### config.mk
export PLATFORM = sky130hd
export DESIGN_NAME = selective_repeat_sender_unit
export DESIGN_NICKNAME = d
export VERILOG_FILES = /design/src/rtl/srs_pkg.sv /design/src/rtl/selective_repeat_sender_unit.sv
export VERILOG_INCLUDE_DIRS = /design/src /design/src/rtl
export SDC_FILE = /design/constraint.sdc
export NUM_CORES = 2
export LEC_CHECK = 0
export ABC_AREA = 1
export BUFFER_PORTS_ARGS = -buffer_cell sky130_fd_sc_hd__buf_2
export CORE_MARGIN = 8
export CORE_UTILIZATION = 55
export CTS_BUF_LIST = sky130_fd_sc_hd__clkbuf_8 sky130_fd_sc_hd__clkbuf_16
export DETAILED_ROUTE_END_ITERATION = 8
export PLACE_DENSITY = 0.71
export REMOVE_ABC_BUFFERS = 1
export SETUP_SLACK_MARGIN = 0.1
export SYNTH_ARGS = -nofsm -noshare
export SYNTH_HDL_FRONTEND = slang
export SYNTH_SLANG_ARGS = --single-unit
### constraint.sdc
create_clock -name clock -period 25.2 [get_ports clock]
set_clock_uncertainty 0.15 [all_clocks]
set_input_delay 5.04 -clock clock [delete_from_list [all_inputs] [get_ports clock]]
set_output_delay 5.04 -clock clock [all_outputs]
set_load 0.02 [all_outputs]
### src/rtl/assert_macros.svh
// Assertion helpers, sampled on the rising edge of clock and off during reset
`ifndef ASSERT_MACROS_SVH
`define ASSERT_MACROS_SVH

// property must hold at every edge
`define SRS_ASSERT(label, prop, msg) \
   label: assert property (@(posedge clock) disable iff (reset) (prop)) else $error(msg);

// condition must never be seen
`define SRS_NEVER(label, cond, msg) \
   label: assert property (@(posedge clock) disable iff (reset) !(cond)) else $error(msg);

`endif

### src/rtl/srs_pkg.sv
package srs_pkg;

   localparam int BUF_DEPTH    = 16;
   localparam int IDX_W        = $clog2(BUF_DEPTH);
   localparam int OCC_W        = $clog2(BUF_DEPTH + 1);
   localparam int MAX_SEQ_BITS = 16;
   localparam int SEQ_W        = 16;
   localparam int TX_W         = 24;
   localparam int RTT_W        = 48;

   localparam logic [3:0]  ATTEMPT_LIMIT   = 4'd10;
   localparam logic [15:0] INIT_TIMEOUT_MS = 16'd300;
   localparam int          US_PER_MS       = 1000;
   localparam logic [15:0] DELIV_ADAPT_MIN = 16'd10;

   // request kinds
   localparam logic [1:0] KIND_GEN     = 2'd0;
   localparam logic [1:0] KIND_ACK     = 2'd1;
   localparam logic [1:0] KIND_SERVICE = 2'd2;

   // result events
   localparam logic [1:0] EV_TX    = 2'd0;
   localparam logic [1:0] EV_ABORT = 2'd1;
   localparam logic [1:0] EV_END   = 2'd2;

   // register indexes
   localparam logic [1:0] REG_SEQ_BITS     = 2'd0;
   localparam logic [1:0] REG_WINDOW_SIZE  = 2'd1;
   localparam logic [1:0] REG_BUFFER_LIMIT = 2'd2;
   localparam logic [1:0] REG_PACKET_TOTAL = 2'd3;

   typedef struct packed {
      logic [15:0] seq;
      logic [3:0]  attempts;
      logic        sent;
      logic        acked;
      logic [31:0] send_time;
      logic [31:0] first_time;
      logic [31:0] ack_stamp;
      logic [15:0] timeout_ms;
   } entry_type;

endpackage

### src/rtl/selective_repeat_sender_unit.sv
// Channel   Dir  Payload
// req_      in   tuser: kind; tdata: ack_seq[15:0], now_us[47:16]
// rsp_      out  tuser: event_res; tdata: seq, attempt, delivered, transmissions, done_res;
//                tlast: last
// csr_      in   index 0..3, data 16 bits
//
// Generate writes its entry directly; ack does a read-modify-write of the entry memory.
// Service dispatches, then checks and retires acked entries at the head, runs the timeout
// division once more than ten packets are delivered, reads, limits and decides each window
// entry in turn, and closes the pass.
// Reset is synchronous and clears control state; the entry memory is not cleared.
// A stalled result holds the sequencer; a new request is taken once the last result is loaded.
`include "assert_macros.svh"

module selective_repeat_sender_unit (
   input  logic        clock,
   input  logic        reset,
   input  logic        req_tvalid,
   output logic        req_tready,
   input  logic [1:0]  req_tuser,   // kind
   input  logic [47:0] req_tdata,   // ack_seq[15:0], now_us[47:16]
   output logic        rsp_tvalid,
   input  logic        rsp_tready,
   output logic [1:0]  rsp_tuser,   // event_res
   output logic [63:0] rsp_tdata,   // seq, attempt, delivered, transmissions, done_res
   output logic        rsp_tlast,
   input  logic        csr_valid,
   output logic        csr_ready,
   input  logic [1:0]  csr_index,
   input  logic [15:0] csr_data
);
   import srs_pkg::*;

   typedef enum logic [3:0] {
      S_IDLE, S_DISP, S_ACK_WR, S_RET_RD, S_RET_CHK, S_DIV_INIT, S_DIV,
      S_WIN_RD, S_WIN_LIM, S_WIN_DEC, S_END
   } state_type;

   state_type state_ff, state_in;

   logic [4:0]  seq_bits_ff, seq_bits_in, window_ff, window_in, limit_ff, limit_in;
   logic [15:0] total_ff, total_in;

   logic [1:0]  kind_ff, kind_in;
   logic [15:0] ack_ff, ack_in;
   logic [31:0] now_ff, now_in;

   logic [IDX_W-1:0] head_ff, head_in;
   logic [OCC_W-1:0] occ_ff, occ_in;
   logic [15:0] base_ff, base_in, gen_ff, gen_in, deliv_ff, deliv_in;
   logic [TX_W-1:0]  tx_ff, tx_in;
   logic [RTT_W-1:0] rtt_ff, rtt_in;
   logic halted_ff, halted_in;

   logic [OCC_W-1:0] win_i_ff, win_i_in, win_n_ff, win_n_in;
   logic [15:0] tmo_ff, tmo_in;
   logic [48:0] div_num_ff, div_num_in, div_q_ff, div_q_in;
   logic [26:0] div_rem_ff, div_rem_in;
   logic [25:0] div_den_ff, div_den_in;
   logic [5:0]  div_cnt_ff, div_cnt_in;
   logic [26:0] lim_ff, lim_in;
   logic [31:0] diff_ff, diff_in;

   logic        rsp_valid_ff, rsp_valid_in, rsp_last_ff, rsp_last_in;
   logic [1:0]  rsp_ev_ff, rsp_ev_in;
   logic [15:0] rsp_seq_ff, rsp_seq_in, rsp_deliv_ff, rsp_deliv_in;
   logic [3:0]  rsp_att_ff, rsp_att_in;
   logic [TX_W-1:0] rsp_tx_ff, rsp_tx_in;
   logic        rsp_done_ff, rsp_done_in;

   // entry memory
   entry_type mem [BUF_DEPTH];
   entry_type mem_rd_ff, mem_wdata;
   logic mem_we, mem_re;
   logic [IDX_W-1:0] mem_waddr, mem_raddr;

   // combinational helpers
   logic [4:0]  eff_bits, win_cap, lim_cap;
   logic [15:0] seq_mask, ack_off;
   logic        out_free;
   logic [48:0] rtt_sum;
   logic [31:0] rtt_one;
   logic [26:0] div_r2, div_q_last;
   logic        div_ge;
   logic [48:0] div_qf;
   logic        skip;

   assign req_tready = (state_ff == S_IDLE);
   assign csr_ready  = 1'b1;
   assign rsp_tvalid = rsp_valid_ff;
   assign rsp_tuser  = rsp_ev_ff;
   assign rsp_tlast  = rsp_last_ff;
   assign rsp_tdata  = {3'd0, rsp_done_ff, rsp_tx_ff, rsp_deliv_ff, rsp_att_ff, rsp_seq_ff};

   // effective register values
   always_comb begin
      if (seq_bits_ff == 5'd0) eff_bits = 5'd1;
      else if (seq_bits_ff > 5'(MAX_SEQ_BITS)) eff_bits = 5'(MAX_SEQ_BITS);
      else eff_bits = seq_bits_ff;
      seq_mask = 16'((17'd1 << eff_bits) - 17'd1);
      win_cap  = (window_ff > 5'(BUF_DEPTH)) ? 5'(BUF_DEPTH) : window_ff;
      lim_cap  = (limit_ff  > 5'(BUF_DEPTH)) ? 5'(BUF_DEPTH) : limit_ff;
   end

   assign out_free   = !rsp_valid_ff || rsp_tready;
   assign ack_off    = (ack_ff - base_ff) & seq_mask;
   assign rtt_one    = mem_rd_ff.ack_stamp - mem_rd_ff.first_time;
   assign rtt_sum    = {1'b0, rtt_ff} + 49'(rtt_one);
   assign div_r2     = {div_rem_ff[25:0], div_num_ff[48]};
   assign div_ge     = div_r2 >= {1'b0, div_den_ff};
   assign div_q_last = div_ge ? div_r2 - {1'b0, div_den_ff} : div_r2;
   assign div_qf     = {div_q_ff[47:0], div_ge};
   assign skip       = mem_rd_ff.acked || (mem_rd_ff.sent && (diff_ff < 32'(lim_ff)));

   // sequencer next state
   always_comb begin
      state_in = state_ff;
      seq_bits_in = seq_bits_ff; window_in = window_ff; limit_in = limit_ff;
      total_in = total_ff;
      kind_in = kind_ff; ack_in = ack_ff; now_in = now_ff;
      head_in = head_ff; occ_in = occ_ff; base_in = base_ff; gen_in = gen_ff;
      deliv_in = deliv_ff; tx_in = tx_ff; rtt_in = rtt_ff; halted_in = halted_ff;
      win_i_in = win_i_ff; win_n_in = win_n_ff; tmo_in = tmo_ff;
      div_num_in = div_num_ff; div_q_in = div_q_ff; div_rem_in = div_rem_ff;
      div_den_in = div_den_ff; div_cnt_in = div_cnt_ff;
      lim_in = lim_ff; diff_in = diff_ff;
      rsp_valid_in = rsp_valid_ff && !rsp_tready;
      rsp_last_in = rsp_last_ff; rsp_ev_in = rsp_ev_ff; rsp_seq_in = rsp_seq_ff;
      rsp_att_in = rsp_att_ff; rsp_deliv_in = rsp_deliv_ff; rsp_tx_in = rsp_tx_ff;
      rsp_done_in = rsp_done_ff;
      mem_we = 1'b0; mem_waddr = '0; mem_wdata = mem_rd_ff;
      mem_re = 1'b0; mem_raddr = '0;

      // register writes
      if (csr_valid) begin
         unique case (csr_index)
            REG_SEQ_BITS:     seq_bits_in = csr_data[4:0];
            REG_WINDOW_SIZE:  window_in   = csr_data[4:0];
            REG_BUFFER_LIMIT: limit_in    = csr_data[4:0];
            REG_PACKET_TOTAL: total_in    = csr_data;
            default: ;
         endcase
      end

      unique case (state_ff)
         S_IDLE: begin
            if (req_tvalid) begin
               kind_in  = req_tuser;
               ack_in   = req_tdata[15:0];
               now_in   = req_tdata[47:16];
               state_in = S_DISP;
            end
         end
         S_DISP: begin
            state_in = S_IDLE;
            if (!halted_ff) begin
               case (kind_ff)
                  KIND_GEN: begin
                     if (gen_ff < total_ff && occ_ff < lim_cap) begin
                        mem_we    = 1'b1;
                        mem_waddr = head_ff + occ_ff[IDX_W-1:0];
                        mem_wdata = '{seq: gen_ff & seq_mask, attempts: 4'd0, sent: 1'b0,
                                      acked: 1'b0, send_time: now_ff, first_time: now_ff,
                                      ack_stamp: now_ff, timeout_ms: INIT_TIMEOUT_MS};
                        if (occ_ff == '0) base_in = gen_ff & seq_mask;
                        occ_in = occ_ff + 1'b1;
                        gen_in = gen_ff + 16'd1;
                     end
                  end
                  KIND_ACK: begin
                     if (occ_ff != '0 && ack_ff <= seq_mask && ack_off < 16'(occ_ff)) begin
                        mem_re    = 1'b1;
                        mem_raddr = head_ff + ack_off[IDX_W-1:0];
                        state_in  = S_ACK_WR;
                     end
                  end
                  KIND_SERVICE: begin
                     state_in = (deliv_ff >= total_ff) ? S_END : S_RET_RD;
                  end
                  default: ;
               endcase
            end
         end
         S_ACK_WR: begin
            mem_we    = 1'b1;
            mem_waddr = head_ff + ack_off[IDX_W-1:0];
            mem_wdata.acked     = 1'b1;
            mem_wdata.ack_stamp = now_ff;
            state_in  = S_IDLE;
         end
         // retire acked entries from the head
         S_RET_RD: begin
            if (occ_ff == '0) begin
               state_in = S_DIV_INIT;
            end else begin
               mem_re    = 1'b1;
               mem_raddr = head_ff;
               state_in  = S_RET_CHK;
            end
         end
         S_RET_CHK: begin
            if (mem_rd_ff.acked) begin
               rtt_in   = rtt_sum[48] ? '1 : rtt_sum[47:0];
               head_in  = head_ff + 1'b1;
               occ_in   = occ_ff - 1'b1;
               if (deliv_ff != 16'hFFFF) deliv_in = deliv_ff + 16'd1;
               state_in = S_RET_RD;
            end else begin
               base_in  = mem_rd_ff.seq;
               state_in = S_DIV_INIT;
            end
         end
         // adaptive timeout
         S_DIV_INIT: begin
            win_i_in = '0;
            win_n_in = (win_cap > occ_ff) ? occ_ff : win_cap;
            if (deliv_ff > DELIV_ADAPT_MIN) begin
               div_num_in = {rtt_ff, 1'b0};
               div_den_in = 26'(deliv_ff) * 26'(US_PER_MS);
               div_rem_in = '0;
               div_q_in   = '0;
               div_cnt_in = 6'd49;
               state_in   = S_DIV;
            end else begin
               tmo_in   = INIT_TIMEOUT_MS;
               state_in = S_WIN_RD;
            end
         end
         S_DIV: begin
            div_rem_in = div_q_last;
            div_q_in   = div_qf;
            div_num_in = {div_num_ff[47:0], 1'b0};
            div_cnt_in = div_cnt_ff - 6'd1;
            if (div_cnt_ff == 6'd1) begin
               tmo_in   = (|div_qf[48:16]) ? 16'hFFFF : div_qf[15:0];
               state_in = S_WIN_RD;
            end
         end
         // walk the send window
         S_WIN_RD: begin
            if (win_i_ff >= win_n_ff) begin
               state_in = S_END;
            end else begin
               mem_re    = 1'b1;
               mem_raddr = head_ff + win_i_ff[IDX_W-1:0];
               state_in  = S_WIN_LIM;
            end
         end
         S_WIN_LIM: begin
            lim_in   = (27'(mem_rd_ff.timeout_ms) + 27'd1) * 27'(US_PER_MS);
            diff_in  = now_ff - mem_rd_ff.send_time;
            state_in = S_WIN_DEC;
         end
         S_WIN_DEC: begin
            if (skip) begin
               win_i_in = win_i_ff + 1'b1;
               state_in = S_WIN_RD;
            end else if (out_free) begin
               rsp_valid_in = 1'b1;
               rsp_seq_in   = mem_rd_ff.seq;
               rsp_deliv_in = deliv_ff;
               rsp_done_in  = deliv_ff >= total_ff;
               if (mem_rd_ff.attempts > ATTEMPT_LIMIT) begin
                  halted_in   = 1'b1;
                  rsp_ev_in   = EV_ABORT;
                  rsp_att_in  = mem_rd_ff.attempts;
                  rsp_tx_in   = tx_ff;
                  rsp_last_in = 1'b1;
                  state_in    = S_IDLE;
               end else begin
                  mem_we    = 1'b1;
                  mem_waddr = head_ff + win_i_ff[IDX_W-1:0];
                  mem_wdata.attempts   = mem_rd_ff.attempts + 4'd1;
                  mem_wdata.sent       = 1'b1;
                  mem_wdata.timeout_ms = tmo_ff;
                  mem_wdata.send_time  = now_ff;
                  if (mem_rd_ff.attempts == 4'd0) mem_wdata.first_time = now_ff;
                  tx_in       = (tx_ff != '1) ? tx_ff + 1'b1 : tx_ff;
                  rsp_ev_in   = EV_TX;
                  rsp_att_in  = mem_rd_ff.attempts + 4'd1;
                  rsp_tx_in   = (tx_ff != '1) ? tx_ff + 1'b1 : tx_ff;
                  rsp_last_in = 1'b0;
                  win_i_in    = win_i_ff + 1'b1;
                  state_in    = S_WIN_RD;
               end
            end
         end
         S_END: begin
            if (out_free) begin
               rsp_valid_in = 1'b1;
               rsp_ev_in    = EV_END;
               rsp_seq_in   = '0;
               rsp_att_in   = '0;
               rsp_deliv_in = deliv_ff;
               rsp_tx_in    = tx_ff;
               rsp_done_in  = deliv_ff >= total_ff;
               rsp_last_in  = 1'b1;
               state_in     = S_IDLE;
            end
         end
         default: state_in = S_IDLE;
      endcase
   end

   // hold state and registered outputs
   always_ff @(posedge clock) begin
      if (reset) begin
         state_ff <= S_IDLE;
         seq_bits_ff <= 5'd8; window_ff <= 5'd4; limit_ff <= 5'd16; total_ff <= 16'd1000;
         head_ff <= '0; occ_ff <= '0; base_ff <= '0; gen_ff <= '0; deliv_ff <= '0;
         tx_ff <= '0; rtt_ff <= '0; halted_ff <= 1'b0;
         rsp_valid_ff <= 1'b0;
      end else begin
         state_ff <= state_in;
         seq_bits_ff <= seq_bits_in; window_ff <= window_in; limit_ff <= limit_in;
         total_ff <= total_in;
         head_ff <= head_in; occ_ff <= occ_in; base_ff <= base_in; gen_ff <= gen_in;
         deliv_ff <= deliv_in; tx_ff <= tx_in; rtt_ff <= rtt_in; halted_ff <= halted_in;
         rsp_valid_ff <= rsp_valid_in;
      end
      kind_ff <= kind_in; ack_ff <= ack_in; now_ff <= now_in;
      win_i_ff <= win_i_in; win_n_ff <= win_n_in; tmo_ff <= tmo_in;
      div_num_ff <= div_num_in; div_q_ff <= div_q_in; div_rem_ff <= div_rem_in;
      div_den_ff <= div_den_in; div_cnt_ff <= div_cnt_in;
      lim_ff <= lim_in; diff_ff <= diff_in;
      rsp_last_ff <= rsp_last_in; rsp_ev_ff <= rsp_ev_in; rsp_seq_ff <= rsp_seq_in;
      rsp_att_ff <= rsp_att_in; rsp_deliv_ff <= rsp_deliv_in; rsp_tx_ff <= rsp_tx_in;
      rsp_done_ff <= rsp_done_in;
   end

   // entry memory, one write and one registered read port
   always_ff @(posedge clock) begin
      if (mem_we) mem[mem_waddr] <= mem_wdata;
      if (mem_re) mem_rd_ff <= mem[mem_raddr];
   end

   `SRS_NEVER(occ_bound_a, occ_ff > OCC_W'(BUF_DEPTH), "occupancy above buffer depth")
   `SRS_ASSERT(halt_sticky_a, halted_ff |=> halted_ff, "halt flag cleared without reset")
   `SRS_NEVER(tx_attempt_a, rsp_valid_ff && rsp_ev_ff == EV_TX && (rsp_att_ff == 4'd0 || rsp_att_ff > 4'd11), "transmit result with bad attempt")
   `SRS_NEVER(tx_last_a, rsp_valid_ff && rsp_ev_ff == EV_TX && rsp_last_ff, "transmit result marked last")

endmodule
==> Word level (Yosys, flattened, before mapping) <==
Memory sizes are Yosys's and may differ from the RTL's. A register that Yosys moved wholly into a read port is not among the register bits.
Index checks and enable logic that the tools add are counted.
W data, S select, Z words.
{ "classes": {"multipliers": 2, "n_lt_le_gt_ge": 14, "shift": 1, "muxes": 129, "n_addsub": 19, "bitwise_logic": 4, "eq_ne": 33, "n_reduce_logical": 40} }
{ "op_table": {"columns": ["cell", "count"], "rows": [
  ["$mux W134", 3],
  ["$mux W16", 17],
  ["$mux W64", 3],
  ["$pmux W16 S2", 5],
  ["$pmux W64 S2", 1],
  ["$mux W24", 5],
  ["$pmux W49 S2", 1],
  ["$mux W48", 2],
  ["$pmux W48 S2", 1],
  ["$mux W4", 21],
  ["$mux W5", 15],
  ["$pmux W32 S2", 1],
  ["$sub A32 B32 Y32", 2],
  ["$mux W26", 2],
  ["$pmux W26 S2", 1],
  ["$add A48 B32 Y49", 1],
  ["$mux W49", 1],
  ["$pmux W24 S2", 1],
  ["$pmux W4 S10", 1],
  ["$reduce_or A33 Y1", 1],
  ["$add A16 B1 Y16 const B", 2],
  ["$and A16 B16 Y16", 2],
  ["$lt A32 B27 Y1", 1],
  ["$mux W32", 1],
  ["61 further kinds", 151]
]} }
{ "word_totals": {"regBits": 514, "input_bits": 73, "out_inout_bits": 70, "memories": 1, "wordCells": 277, "ramBits": 2144} }
{ "mem_list": {"columns": ["name", "depth", "width", "read_ports", "rd_ports_with_merged_regs", "wr", "line", "rtl"], "rows": [
  ["mem", 16, 134, 1, 1, 1, "selective_repeat_sender_unit.sv:72", "entry_type mem [BUF_DEPTH];"]
]} }

==> Depth between registers and ports, before layout <==
{ "logic_depth": {"depth_word": 12, "depth_mapped": 34, "depth_no_buf": 34} }

==> Worst setup path before layout <==
No wires, ideal clock.
{ "synth_path": {"path_type": "input to register", "start": "input port rsp_tready", "end": "memory mem[0][0] (netlist name), enable pin", "setup_slack_ns": 8.952, "n_path_buf": 1, "arrival_ns": 15.307, "setup_time_ns": 0.792, "cell_stages": 7, "required_ns": 24.258, "cell_sequence": "nor2_1 > nor2_1 > nand2_1 > nor2_1 > clkbuf_1 > o211ai_1 > nor3_1"} }
{ "synth_between": {"elab_chain_len": 6, "elab_cells_between_ends": 9} }
{ "synth_lines": {"columns": ["element", "line", "rtl"], "rows": [
  ["start, declared", "selective_repeat_sender_unit.sv:23", "input logic rsp_tready,"],
  ["$logic_or A1 B1 Y1 (*)", "selective_repeat_sender_unit.sv:105", "assign out_free = !rsp_valid_ff || rsp_tready;"],
  ["$mux W1", "selective_repeat_sender_unit.sv:258", "end else if (out_free) begin"],
  ["$mux W1", "selective_repeat_sender_unit.sv:255", "if (skip) begin"],
  ["$pmux W1 S3", "selective_repeat_sender_unit.sv:145", "unique case (state_ff)"],
  ["$mux W1", "selective_repeat_sender_unit.sv:333", "if (mem_we) mem[mem_waddr] <= mem_wdata;"],
  ["$mux W1 (implied by the code)", "selective_repeat_sender_unit.sv:333", null],
  ["end, declared", "selective_repeat_sender_unit.sv:72", null]
]} }
Mark *: on every way between the ends. The rest lies on a longest branch, timed or not.

==> Worst setup path after layout <==
{ "layout_path": {"start": "input port rsp_tready", "end": "memory mem[2][88] (netlist name), enable pin"} }
Same word-level chain as after synthesis.

==> impl_metrics.toml <==
[outcome]
outcome = "finished, final reports clean"

[cts]
clock_sinks = 2788
cts_resized = 0
clk_pin_slew_ps = 60
cts_max_level = 5
cts_max_path_buffers = 4
holdBufCountCts = 0
cts_tree = "yes"
cts_made_buffers = 309
cts-root-buf = "clkbuf_16"
clk_latency_ps = 950
postCtsSetupBuffers = 0

[flow_run]
drv_cap = 0

[yosys]
synth_seq_cells = 2788
synth_area_per_cell_sq_um = 10.2
synth_edf_count = 2622
syn-cell-area_sq_mm = 0.134
synthDistinctLibCells = 55
synth_ff_type = "edfxtp_1"
yosysSeqAreaShare_pct = 61.1
postSynthCellCount = 13100
ys_warn_count = 0
async_flop_share_pct = 0

[placed_design]
dp.final_hpwl_microns = 207000
placed_cell_area_sq_mm = 0.138
dp.cells = 16000
pre_cts_slack_ps = 14820
gp_congestion = 0.914
port_buffers = 138

[global_routing]
grt_pass1_wl_microns = 558000
antenna_found_initial = 14
first_global_vias = 94800
grt.total_usage_pct = 27.7
gr-total-overflow = 0
grt_max_degree = 213

[cells_and_area]
layoutNonFillerInstCount = 16500
design_area_sq_mm = 0.148
multi_input_area_sq_mm = 0.0410
syn_to_final_growth_pct = 10.0
drive_gt1_share_pct = 6.42
fin_nets = 13700
num-fill-cells = 18900
regArea_sq_mm = 0.0821

[die]
dieHeight_microns = 510
start_util_pct = 55.3
fp.dieW_microns = 510
die_area_sq_mm = 0.260
core_area_sq_mm = 0.243
rows = 181
boundaryPins = 143

[power]
p_sw_uw = 2000
peakVddDrop_uv = 81.2
sw_frac_of_total_pct = 20.6
combPwrFrac_pct = 2.4
p_leak_uw = 0.0612
p_int_uw = 7720
pwr-share-clk_pct = 45.2
p_per_area_mw_per_mm2 = 65.8
power.share.sequential_pct = 52.4

[drt]
avgViaCountPerCell = 5.87
drcViolationCount = 0
wl_microns = 368000
drt-wirelength-per-cell_microns = 22.3
firstDrtPassIters = 8
drt_iter0_drc = 11700
vias = 97100
final_antenna_net_count = 0

[critical_path]
cp.arrival_ps = 9910
start_kind = "primary input"
cp_top_family = "buffers and inverters"
slowest_stage = "buf_4"
end_kind = "flip-flop"
critPathBufInv = 6
worstPathRequired_ps = 25590
worstSetupPathType = "in -> reg"
worstPathMaxFanout = 44
cp_cell_sequence = "buf_2, nor2_1, nor2_1, nand2_1, nor2_4, inv_1, nor2_1, nor2_1, inv_1, nand2_1, nor2_4, buf_4, buf_4, buf_4"
slowest_delay_ps = 850
cp_common_cell = "nor2_1"

[timing]
setup_slack_ps = 15680
grt_setup_unrepaired = "no"
fmax_ghz = 0.105
hold_viol = 0
maxSlewHeadroom_pct = 13.3
fin_crit_sh_pct = 37.8
setup_viol = 0
min_period_ps = 9520
slew_viol_final = 0
tightestPinTransition_ps = 1290

[worst_hold_path]
hold_class = "reg -> reg"
kinds of logic (layout without fill, tap and decap cells):
kind of cell / Yosys count / after routing / share of synthesized area, %
flip-flops: 2788 / 2788 / 61.1
other: 2 / 15 / 0.00559
buffers and inverters: 2986 / 3172 / 8.61
AND/OR/NAND/NOR: 5618 / 5618 / 19.5
AO/OA/AOI/OAI: 1050 / 1050 / 4.30
adder cells (fa/ha/maj): 482 / 482 / 5.15
XOR/XNOR: 212 / 212 / 1.39
worst register-to-register path, delay by kind of cell, from the launching register on:
family	cells	cell delay, ps
buffers and inverters	8	4440
and+or+nand+nor	19	2510
adders and majority gates	2	580
DFF	1	370
AOI/OAI and AO/OA	1	130
routing by layer:
metal | track usage (%) | vias to the layer above | part of all wire (%)
met4 | 11.8 | 2 | 4.5
li1 | - | 44200 | -
met1 | 36.8 | 46700 | 38
met3 | 5.15 | 1005 | 11
met2 | 44.8 | 5161 | 47
met5 | 0 | - | 0.0035
layout make-up:
cell class	count	area share (%)
Clock buffer	316	5.33
Timing Repair Buffer	335	1.56
Clock inverter	219	1.26
Inverter	2302	5.86
Antenna cell	9	0.0152
Tap cell	3202	2.71
Multi-Input combinational cell	7368	27.7
Sequential cell	2788	55.5
registers in the layout (all words and copies together) (netlist names), 23 cells and up:
name / flops
mem: 2144
mem_rd_ff: 134
div_num_ff: 48
div_q_ff: 48
rtt_ff: 48
now_ff: 32
diff_ff: 29
div_rem_ff: 26
lim_ff: 24
rsp_tx_ff: 24
tx_ff: 24
div_den_ff: 23
synth_stat cells (all sizes together), types with 3 or more instances:
library cell	instances	area (sq um)
clkbuf	359	1350
nand2	2181	8190
or2	3	18.8
clkinv	3	11.3
nand3	2536	12700
nor4	23	144
a211oi	16	120
o21a	16	120
o221a	9	101
o211ai	24	180
nand3b	409	3070
nor2	350	1340
a21boi	7	52.6
a21o	9	67.6
a21oi	396	1980
o221ai	37	324
xnor2	68	596
edfxtp	2622	78700
nor3	59	300
o21ai	468	2340
o31ai	8	60.1
inv	2299	8630
dfxtp	166	3320
o21bai	8	63.8
buf	325	1580
ha	363	4540
xor2	144	1270
o2111ai	6	52.6
fa	119	2380
a31oi	32	200
nand4	50	332
o22ai	5	31.3
placed cells by master (no fill, tap or decap), drive strengths merged, types with 5 or more instances in the layout:
cell and count:
buf 335, o21bai 8, inv 2357, xor2 144, fa 119, o22ai 5
nor4 23, ha 363, dfxtp 166, diode 9, o31ai 8, o221a 9
clkinvlp 15, o21a 16, a211oi 16, a31oi 32, nor2 350, a21boi 7
o221ai 37, o2111ai 6, xnor2 68, conb 6, nand4 50, nand2 2181
o21ai 468, clkbuf 316, a21o 9, nor3 59, nand3b 409, o211ai 24
edfxtp 2622, a21oi 396, bufinv 32, clkinv 117, nand3 2536
per-stage QoR:
step | hold WS (ps) | setup TNS, ps | utilization, % | total power, uW
2_1_floorplan | 295 | -1764880 | - | 5320
3_3_place_gp | 314 | 0 | 56.8 | 5410
6_report | 338 | 0 | 60.8 | 9720
4_1_cts | 343 | 0 | 60.8 | 9750
3_5_place_dp | 334 | 0 | 56.8 | 5420
5_1_grt | 352 | 0 | 60.8 | 9960
path summary, 6_finish.rpt:
path              cells after the start            end      startpoint  slack [ps]
hold / removal                        2   window_ff[0]    window_ff[0]         340
hold reg to reg                       2   window_ff[0]    window_ff[0]         340
setup reg to reg                     30  mem_rd_ff[63]  seq_bits_ff[3]       16850
setup / recovery                     14     mem[2][88]      rsp_tready       15680
power groups by stage:
| stage | registers, uW | logic [uW] | clock network (uW) |
|---|---|---|---|
| after global placement | 5190 | 222 | 0 |
| after CTS | 5090 | 231 | 4430 |
| after floorplan | 5180 | 138 | 0 |
| after global routing | 5090 | 258 | 4610 |
| final | 5090 | 235 | 4390 |
| after detailed placement | 5190 | 230 | 0 |
(Power assumes the default switching activity.)
